`src/design/jsu_pkg.sv`:
```
// Shared types and constants for the JSON string unescaper.
// Used by jsu_decode and json_string_unescape_utf8_top; depends on nothing.
`timescale 1ns / 1ps
`default_nettype none

package jsu_pkg;

   // Result status codes.
   localparam logic [1:0] ST_DATA = 2'd0;
   localparam logic [1:0] ST_END  = 2'd1;
   localparam logic [1:0] ST_ERR  = 2'd2;

   localparam int LEN_W     = 16;
   localparam int GROUP_MAX = 4;

   // Characters that steer the decoder.
   localparam logic [7:0] CH_NUL   = 8'h00;
   localparam logic [7:0] CH_QUOTE = 8'h22;
   localparam logic [7:0] CH_BSL   = 8'h5C;
   localparam logic [7:0] CH_B     = 8'h62;
   localparam logic [7:0] CH_F     = 8'h66;
   localparam logic [7:0] CH_N     = 8'h6E;
   localparam logic [7:0] CH_R     = 8'h72;
   localparam logic [7:0] CH_T     = 8'h74;
   localparam logic [7:0] CH_U     = 8'h75;

   // All results caused by one input byte.
   typedef struct packed {
      logic [GROUP_MAX-1:0][7:0] data_bytes;
      logic [1:0]                status;
      logic [LEN_W-1:0]          len;
      logic [2:0]                count;
   } grp_type;

   // Returns {valid, nibble} for an ASCII hex digit.
   function automatic logic [4:0] hex_decode(input logic [7:0] ch);
      logic [4:0] r;
      r = 5'd0;
      if (ch >= 8'h30 && ch <= 8'h39) begin
         r = {1'b1, 4'(ch - 8'h30)};
      end else if (ch >= 8'h41 && ch <= 8'h46) begin
         r = {1'b1, 4'(ch - 8'h37)};
      end else if (ch >= 8'h61 && ch <= 8'h66) begin
         r = {1'b1, 4'(ch - 8'h57)};
      end
      return r;
   endfunction

endpackage

`default_nettype wire

```
`src/design/jsu_decode.sv`:
```
// Decoder state machine: turns one literal byte into a group of 0 to 4 results.
// Holds the mode, the two code units and the length count. Depends on jsu_pkg.
`timescale 1ns / 1ps
`default_nettype none

module jsu_decode import jsu_pkg::*; #(
   parameter int LENGTH_BITS = 16
) (
   input  wire logic       clock,
   input  wire logic       reset,
   input  wire logic [7:0] byte_i,
   input  wire logic       advance,
   output grp_type         grp_o
);

   localparam int CNT_W = (LENGTH_BITS < LEN_W) ? LENGTH_BITS : LEN_W;

   typedef enum logic [12:0] {
      MD_IDLE = 13'h0001,
      MD_BODY = 13'h0002,
      MD_ESC  = 13'h0004,
      MD_H1   = 13'h0008,
      MD_H2   = 13'h0010,
      MD_H3   = 13'h0020,
      MD_H4   = 13'h0040,
      MD_BSL  = 13'h0080,
      MD_LU   = 13'h0100,
      MD_L1   = 13'h0200,
      MD_L2   = 13'h0400,
      MD_L3   = 13'h0800,
      MD_L4   = 13'h1000
   } mode_type;

   mode_type         mode_ff, mode_in;
   logic [15:0]      fcu_ff, fcu_in;
   logic [15:0]      scu_ff, scu_in;
   logic [CNT_W-1:0] cnt_ff, cnt_in;

   logic [4:0]       hx;
   logic [15:0]      fcu_sh, scu_sh;
   logic [20:0]      cp;
   logic [2:0]       ndata;
   logic             clear_cnt;
   logic [CNT_W+2:0] cnt_sum;
   logic [CNT_W-1:0] cnt_cap;

   assign hx      = hex_decode(byte_i);
   assign fcu_sh  = {fcu_ff[11:0], hx[3:0]};
   assign scu_sh  = {scu_ff[11:0], hx[3:0]};
   // Supplementary code point from a surrogate pair.
   assign cp      = {1'b0, fcu_ff[9:0], scu_sh[9:0]} + 21'h10000;
   assign cnt_cap = {CNT_W{1'b1}};
   assign cnt_sum = {3'b000, cnt_ff} + {{CNT_W{1'b0}}, ndata};

   always_comb begin
      mode_in   = mode_ff;
      fcu_in    = fcu_ff;
      scu_in    = scu_ff;
      clear_cnt = 1'b0;
      ndata     = 3'd0;
      grp_o     = '0;

      case (mode_ff)
         MD_IDLE: begin
            if (byte_i == CH_QUOTE) begin
               clear_cnt = 1'b1;
               mode_in   = MD_BODY;
            end
         end
         MD_BODY: begin
            if (byte_i == CH_NUL) begin
               grp_o.status = ST_ERR;
               grp_o.count  = 3'd1;
               mode_in      = MD_IDLE;
            end else if (byte_i == CH_QUOTE) begin
               grp_o.status = ST_END;
               grp_o.len    = LEN_W'(cnt_ff);
               grp_o.count  = 3'd1;
               mode_in      = MD_IDLE;
            end else if (byte_i == CH_BSL) begin
               mode_in = MD_ESC;
            end else begin
               grp_o.data_bytes[0] = byte_i;
               grp_o.count         = 3'd1;
               ndata               = 3'd1;
            end
         end
         MD_ESC: begin
            mode_in = MD_BODY;
            ndata   = 3'd1;
            case (byte_i)
               CH_QUOTE: grp_o.data_bytes[0] = CH_QUOTE;
               CH_BSL:   grp_o.data_bytes[0] = CH_BSL;
               CH_B:     grp_o.data_bytes[0] = 8'h08;
               CH_F:     grp_o.data_bytes[0] = 8'h0C;
               CH_N:     grp_o.data_bytes[0] = 8'h0A;
               CH_R:     grp_o.data_bytes[0] = 8'h0D;
               CH_T:     grp_o.data_bytes[0] = 8'h09;
               CH_U: begin
                  ndata   = 3'd0;
                  fcu_in  = 16'h0000;
                  mode_in = MD_H1;
               end
               default: begin
                  ndata        = 3'd0;
                  grp_o.status = ST_ERR;
                  mode_in      = MD_IDLE;
               end
            endcase
            grp_o.count = (grp_o.status == ST_ERR) ? 3'd1 : ndata;
         end
         MD_H1, MD_H2, MD_H3: begin
            if (!hx[4]) begin
               grp_o.status = ST_ERR;
               grp_o.count  = 3'd1;
               mode_in      = MD_IDLE;
            end else begin
               fcu_in  = fcu_sh;
               mode_in = (mode_ff == MD_H1) ? MD_H2 : ((mode_ff == MD_H2) ? MD_H3 : MD_H4);
            end
         end
         MD_H4: begin
            if (!hx[4]) begin
               grp_o.status = ST_ERR;
               grp_o.count  = 3'd1;
               mode_in      = MD_IDLE;
            end else begin
               fcu_in  = fcu_sh;
               mode_in = MD_BODY;
               if (fcu_sh < 16'h0080) begin
                  grp_o.data_bytes[0] = fcu_sh[7:0];
                  ndata               = 3'd1;
               end else if (fcu_sh < 16'h0800) begin
                  grp_o.data_bytes[0] = {3'b110, fcu_sh[10:6]};
                  grp_o.data_bytes[1] = {2'b10, fcu_sh[5:0]};
                  ndata               = 3'd2;
               end else if (fcu_sh >= 16'hD800 && fcu_sh < 16'hDC00) begin
                  // High surrogate: a low one must follow.
                  mode_in = MD_BSL;
               end else begin
                  grp_o.data_bytes[0] = {4'b1110, fcu_sh[15:12]};
                  grp_o.data_bytes[1] = {2'b10, fcu_sh[11:6]};
                  grp_o.data_bytes[2] = {2'b10, fcu_sh[5:0]};
                  ndata               = 3'd3;
               end
               grp_o.count = ndata;
            end
         end
         MD_BSL: begin
            if (byte_i == CH_BSL) begin
               mode_in = MD_LU;
            end else begin
               grp_o.status = ST_ERR;
               grp_o.count  = 3'd1;
               mode_in      = MD_IDLE;
            end
         end
         MD_LU: begin
            if (byte_i == CH_U) begin
               scu_in  = 16'h0000;
               mode_in = MD_L1;
            end else begin
               grp_o.status = ST_ERR;
               grp_o.count  = 3'd1;
               mode_in      = MD_IDLE;
            end
         end
         MD_L1, MD_L2, MD_L3: begin
            if (!hx[4]) begin
               grp_o.status = ST_ERR;
               grp_o.count  = 3'd1;
               mode_in      = MD_IDLE;
            end else begin
               scu_in  = scu_sh;
               mode_in = (mode_ff == MD_L1) ? MD_L2 : ((mode_ff == MD_L2) ? MD_L3 : MD_L4);
            end
         end
         MD_L4: begin
            if (!hx[4]) begin
               grp_o.status = ST_ERR;
               grp_o.count  = 3'd1;
               mode_in      = MD_IDLE;
            end else begin
               scu_in = scu_sh;
               if (scu_sh < 16'hDC00 || scu_sh > 16'hDFFF) begin
                  grp_o.status = ST_ERR;
                  grp_o.count  = 3'd1;
                  mode_in      = MD_IDLE;
               end else begin
                  grp_o.data_bytes[0] = {5'b11110, cp[20:18]};
                  grp_o.data_bytes[1] = {2'b10, cp[17:12]};
                  grp_o.data_bytes[2] = {2'b10, cp[11:6]};
                  grp_o.data_bytes[3] = {2'b10, cp[5:0]};
                  ndata               = 3'd4;
                  grp_o.count         = 3'd4;
                  mode_in             = MD_BODY;
               end
            end
         end
         default: begin
            mode_in = MD_IDLE;
         end
      endcase

      if (clear_cnt) begin
         cnt_in = '0;
      end else if (cnt_sum > {3'b000, cnt_cap}) begin
         cnt_in = cnt_cap;
      end else begin
         cnt_in = cnt_sum[CNT_W-1:0];
      end
   end

   always_ff @(posedge clock) begin
      if (reset) begin
         mode_ff <= MD_IDLE;
         fcu_ff  <= 16'h0000;
         scu_ff  <= 16'h0000;
         cnt_ff  <= '0;
      end else if (advance) begin
         mode_ff <= mode_in;
         fcu_ff  <= fcu_in;
         scu_ff  <= scu_in;
         cnt_ff  <= cnt_in;
      end
   end

endmodule

`default_nettype wire

```
`src/design/json_string_unescape_utf8_top.sv`:
```
// Top level of the JSON string unescaper: input register, decoder, result buffer.
// Depends on jsu_pkg and jsu_decode.
//
// Usage: bytes of a JSON string literal, opening quote first, arrive on the req_
// channel, one byte per transfer. Decoded UTF-8 bytes, an end result carrying the
// saturated length, or an error result leave on the rsp_ channel. rsp_last marks
// the final result caused by one input byte; bytes that cause no result (idle
// bytes, the opening quote, escape and hex digits) produce nothing on rsp_.
// A byte taken sits in the input register, is decoded into the result buffer
// once the buffer is free, and its first result is then offered from the buffer.
// Throughput is one byte per cycle while each byte gives at most one result and
// the receiver takes every result. A byte that gives k results (up to four for a
// surrogate pair) occupies the result buffer for k result transfers, which is
// what limits the rate.
// While the receiver stalls, the input register still takes one more byte, so
// the sender is held off only once both the buffer and the input register hold
// work. After reset the decoder waits for an opening quote, the length count is
// zero and both the input register and the result buffer are empty.
// An error result sends the decoder back to wait for a new opening quote.
`timescale 1ns / 1ps
`default_nettype none

module json_string_unescape_utf8_top import jsu_pkg::*; #(
   parameter int LENGTH_BITS = 16
) (
   input  wire logic             clock,
   input  wire logic             reset,
   input  wire logic             req_valid,
   output logic                  req_ready,
   input  wire logic [7:0]       req_in_byte,
   output logic                  rsp_valid,
   input  wire logic             rsp_ready,
   output logic [7:0]            rsp_out_byte,
   output logic [1:0]            rsp_status,
   output logic [LEN_W-1:0]      rsp_string_length,
   output logic                  rsp_last
);

   // Input register.
   logic       in_valid_ff, in_valid_in;
   logic [7:0] in_byte_ff, in_byte_in;

   // Result buffer holding the group of results of one byte.
   grp_type    grp_ff, grp_in;
   logic       grp_valid_ff, grp_valid_in;
   logic [1:0] idx_ff, idx_in;

   grp_type    dec_grp;
   logic       rsp_xfer;
   logic       grp_free;
   logic       load;

   jsu_decode #(
      .LENGTH_BITS(LENGTH_BITS)
   ) u_decode (
      .clock  (clock),
      .reset  (reset),
      .byte_i (in_byte_ff),
      .advance(load),
      .grp_o  (dec_grp)
   );

   assign rsp_xfer  = rsp_valid && rsp_ready;
   // The buffer is free when empty or when its final result transfers now.
   assign grp_free  = !grp_valid_ff || (rsp_xfer && rsp_last);
   assign load      = in_valid_ff && grp_free;
   assign req_ready = !in_valid_ff || load;

   always_comb begin
      in_valid_in = in_valid_ff;
      in_byte_in  = in_byte_ff;
      if (req_valid && req_ready) begin
         in_valid_in = 1'b1;
         in_byte_in  = req_in_byte;
      end else if (load) begin
         in_valid_in = 1'b0;
      end
   end

   always_comb begin
      grp_in       = grp_ff;
      grp_valid_in = grp_valid_ff;
      idx_in       = idx_ff;
      if (load) begin
         grp_in       = dec_grp;
         grp_valid_in = (dec_grp.count != 3'd0);
         idx_in       = 2'd0;
      end else if (rsp_xfer) begin
         if (rsp_last) begin
            grp_valid_in = 1'b0;
         end
         idx_in = idx_ff + 2'd1;
      end
   end

   always_ff @(posedge clock) begin
      if (reset) begin
         in_valid_ff  <= 1'b0;
         grp_valid_ff <= 1'b0;
         idx_ff       <= 2'd0;
      end else begin
         in_valid_ff  <= in_valid_in;
         grp_valid_ff <= grp_valid_in;
         idx_ff       <= idx_in;
      end
   end

   always_ff @(posedge clock) begin
      in_byte_ff <= in_byte_in;
      grp_ff     <= grp_in;
   end

   assign rsp_valid         = grp_valid_ff;
   assign rsp_out_byte      = (grp_ff.status == ST_DATA) ? grp_ff.data_bytes[idx_ff] : 8'h00;
   assign rsp_status        = grp_ff.status;
   assign rsp_string_length = grp_ff.len;
   assign rsp_last          = ({1'b0, idx_ff} + 3'd1) == grp_ff.count;

   // The read position always lies inside the stored group.
   a_idx_in_group: assert property (@(posedge clock) disable iff (reset)
      grp_valid_ff |-> ({1'b0, idx_ff} < grp_ff.count))
      else $error("result index beyond group size");

   // End and error groups carry exactly one result.
   a_single_ctrl: assert property (@(posedge clock) disable iff (reset)
      (grp_valid_ff && grp_ff.status != ST_DATA) |-> (grp_ff.count == 3'd1))
      else $error("end or error group with more than one result");

   // A new group never overwrites results that have not all been transferred.
   a_no_overwrite: assert property (@(posedge clock) disable iff (reset)
      (load && grp_valid_ff) |-> (rsp_ready && rsp_last))
      else $error("result group overwritten before drained");

endmodule

`default_nettype wire
```
`config.mk`:
```
export PLATFORM = sky130hd
export DESIGN_NAME = json_string_unescape_utf8_top
export DESIGN_NICKNAME = d
export VERILOG_FILES = /design/src/design/jsu_pkg.sv /design/src/design/jsu_decode.sv /design/src/design/json_string_unescape_utf8_top.sv
export SDC_FILE = /design/constraint.sdc
export NUM_CORES = 1
export LEC_CHECK = 0
export BUFFER_PORTS_ARGS = -buffer_cell sky130_fd_sc_hd__buf_2
export CORE_MARGIN = 3
export CORE_UTILIZATION = 45
export DETAILED_ROUTE_END_ITERATION = 7
export PLACE_DENSITY_LB_ADDON = 0.3
export SYNTH_ARGS = -nofsm -noshare
export SYNTH_HDL_FRONTEND = slang
export SYNTH_HIERARCHICAL = 1
export SYNTH_SLANG_ARGS = --single-unit
```
`constraint.sdc`:
```
create_clock -name clock -period 4.5 [get_ports clock]
set_input_delay 0.225 -clock clock [delete_from_list [all_inputs] [get_ports clock]]
set_output_delay 0.225 -clock clock [all_outputs]
set_load 0.02 [all_outputs]
```
==> results.toml <==
[critical_path]
r2r_start = "in_byte_ff[3]"
timing.rr.end = "u_decode/cnt_ff[11]"
cp_data_required_time_ns = 4.83
startpoint_type = "flop"
critPathArrivalTime_ns = 4.41
crit_path_frequent_cell = "a21oi_1"
critPathSlowestCell = "or4b_1"
crit_type = "reg2reg"
cp_max_fo = 11
slowest_delay_ns = 0.61
worstSetupEndpointType = "flop"
reg2reg_slack_ns = 0.42
path_cells = "or4b_1, nor3_1, o21ai_1, a21oi_1, or3_1, ha_1, inv_1, fa_1, nand2b_1, a21oi_1, nand4_1, buf_4, buf_4, o21ai_0, a21oi_1, a211oi_1"
reg2reg_depth = 16

[logic_synthesis]
synth-edff-count = 61
synthFlopType = "edfxtp_1"
synthArstFlopShare_pct = 0
synth_area_um2 = 6490
avgSynthCellArea_um2 = 9.89
synth.yosys.seq_area_share_pct = 45.8
yosys_register_bits = 118
synth_warnings = 6
synth_cell_types = 82
synthCells = 657

[clocking]
cts_resized = 0
htreeDepth = 4
clk_latency_ns = 0.42
clk_path_buf_depth = 2
root_buffer = "clkbuf_16"
clkTransAtPathRegs_ns = 0.05
clkSinkCount = 118
cts_made_buffers = 17
tritoncts = "yes"

[sta]
maxSlewHeadroom_pct = 18.5
finClkSkew_ns = 0.00674
setup_tns_ns = 0
fmax_mhz = 245
slew_viol_final = 0
final.period_utilization_pct = 90.6
period_needed_ns = 4.08
setup_viol = 0
finalWorstSetupSlack_ns = 0.424
rsz0062_at_grt = "false"
max_slew.worst_pin.slew_ns = 1.22
hold_viol = 0

[run_status]
status = "complete, no violations"

[finish]
diodes = 0
instances_no_fill = 880
drive_gt1_share_pct = 17.7
nNetsFinal = 710
syn2layout_area_growth_pct = 13.8

[die]
start_util_pct = 46.4
die_area_um2 = 15900
die_w_um = 126
io_pins = 41
die_y_um = 126
num_rows = 43
design.core.area_um2 = 14000

[grt]
grt_max_degree = 82
grt_overflow = 0
grtUsageTotal_pct = 20.4
grt_pass1_wl_um = 26100
antenna_found_initial = 0
grt_pass1_vias = 4961

[min_path]
min_from = "req_valid"
hp-class = "in2reg"
whs_path_depth = 3
whs_endpoint = "in_valid_ff"

[job]
cap_viol_max_count = 0

[placed_design]
place_ws_ns = 0.0617
io_buffer_count = 40
dp.cells = 837
gp_congestion = 0.918
place_hpwl_um = 11000

[drt]
drt_iter0_drc = 663
vias_per_cell = 5.94
vias = 5224
route.detailed.drc = 0
routed_wl_um = 16000
post_drt_wl_per_cell_um = 18.2
firstDrtPassIters = 6
ant_nets = 0

[power]
ir_worst_vdd_v = 0.000215
leakage_nw = 2.90
cellPowerDensity_nw_per_um2 = 339
## per-layer routing
layer | share of wire, % | up-vias | GRT usage, %
met5 | 0 | - | 0
met4 | 1.9 | 0 | 7.76
met3 | 4.8 | 26 | 4.24
met2 | 47 | 173 | 32.0
met1 | 46 | 2522 | 28.0
li1 | - | 2503 | -
## cells in the mapped netlist, drive strengths merged (5+ instances only)
library cell  count  share of area (%)
or4               5               0.64
dfxtp            57                 18
a31oi            11                1.1
nand2b            8               0.77
ha               10                1.9
and3              5               0.48
edfxtp           61                 28
xor2              9                1.2
inv              18                1.0
buf              32                3.5
clkbuf           25                1.4
or2               5               0.48
nor2             33                2.1
nand3            29                2.2
nor3             14                1.2
o21ai            32                2.5
and4              5               0.67
and2             25                2.4
nand2            76                4.4
or3               7               0.67
a211oi           16                1.8
nor4              6               0.77
nand4            12                1.2
mux4              8                2.9
a21oi            20                1.5
o211ai            5               0.58
or4b              7                1.1
nor4b             6               0.81
nor2b            16                1.5
mux2i            15                2.3
## sequential cells by signal (all words and copies together), names as in the netlist
signal             flops
grp_ff                35
rsp_string_length     16
u_decode/cnt_ff       16
u_decode/mode_ff      13
u_decode/fcu_ff       12
u_decode/scu_ff       12
in_byte_ff             8
idx_ff                 2
rsp_status             2
in_valid_ff            1
rsp_valid              1
## per-stage QoR
stage,area [µm²],hold slack (ns),utilization [%],power [W]
after detailed placement,6720,0.403,48.1,0.00128
final,7390,0.0484,52.8,0.00250
after CTS,7350,0.0372,52.6,0.00253
after global routing,7390,0.0656,52.8,0.00259
after floorplan,6500,0.294,-,0.00125
after global placement,6720,0.402,48.1,0.00127
## power breakdown
part | internal (W) | switching [W] | leakage, nW | total [W]
Clock | 0.000766 | 0.000478 | 0.268 | 0.00124
Combinational | 0.0000318 | 0.0000667 | 1.56 | 0.0000986
Sequential | 0.00115 | 0.0000127 | 1.07 | 0.00116
## how the worst max path moves through the flow
stage	startpoint	to	slack, ns	depth (start not counted)
global placement	in_byte_ff[3]	u_decode/cnt_ff[8]	0.20	14
global route	in_byte_ff[3]	u_decode/cnt_ff[8]	0.13	15
CTS	in_byte_ff[3]	u_decode/cnt_ff[10]	0.04	14
finish	in_byte_ff[3]	u_decode/cnt_ff[11]	0.42	16
detailed placement	in_byte_ff[3]	u_decode/cnt_ff[8]	0.06	14
floorplan	idx_ff[0]	u_decode/mode_ff[10]	0.43	10
## cells by family (layout without fill, tap and decap cells)
logic type / after synthesis / count (layout) / synth area share (%)
muxes: 27 / 27 / 5.89
other: 1 / 3 / 0.0577
buffers and inverters: 75 / 116 / 5.95
AOI/OAI and AO/OA: 136 / 136 / 14.7
DFF: 118 / 118 / 45.8
adders and majority gates: 11 / 11 / 2.23
and+or+nand+nor: 276 / 276 / 23.6
xor gates and xnor gates: 13 / 13 / 1.75
## worst max-delay path, delay by kind of cell, from the launching register on
kind / cells / cell delay (ns)
AO/OA/AOI/OAI: 6 / 1.06
AND/OR/NAND/NOR: 5 / 1.41
buffers and inverters: 3 / 0.38
adder cells (fa/ha/maj): 2 / 0.56
flip-flops: 1 / 0.55
## layout by cell type, fill, tap and decap left out, types with 18 or more instances in the layout
cell type	count
nor2_1	31
a21oi_1	20
dfxtp_1	57
o21ai_0	27
nand2_1	76
and2_1	24
edfxtp_1	61
inv_1	18
buf_2	40
nand3_1	29
## final cells by class
type	count	area, µm²
fillers	1251	6600
multi-input cells	466	3140
flip-flops and latches	118	2970
clock buffers	19	443
repair buffers	66	428
well taps	180	225
clock inverters	13	109
inverters	18	67.6
## what timing repair did
action | 4_1_cts | 5_1_grt
endpoints found under the hold margin | 8 | 0
buffers inserted | 0 | 3
setup endpoints to repair | 0 | 14
hold buffers | 8 | 0
Power figures use the tool's default switching activity.
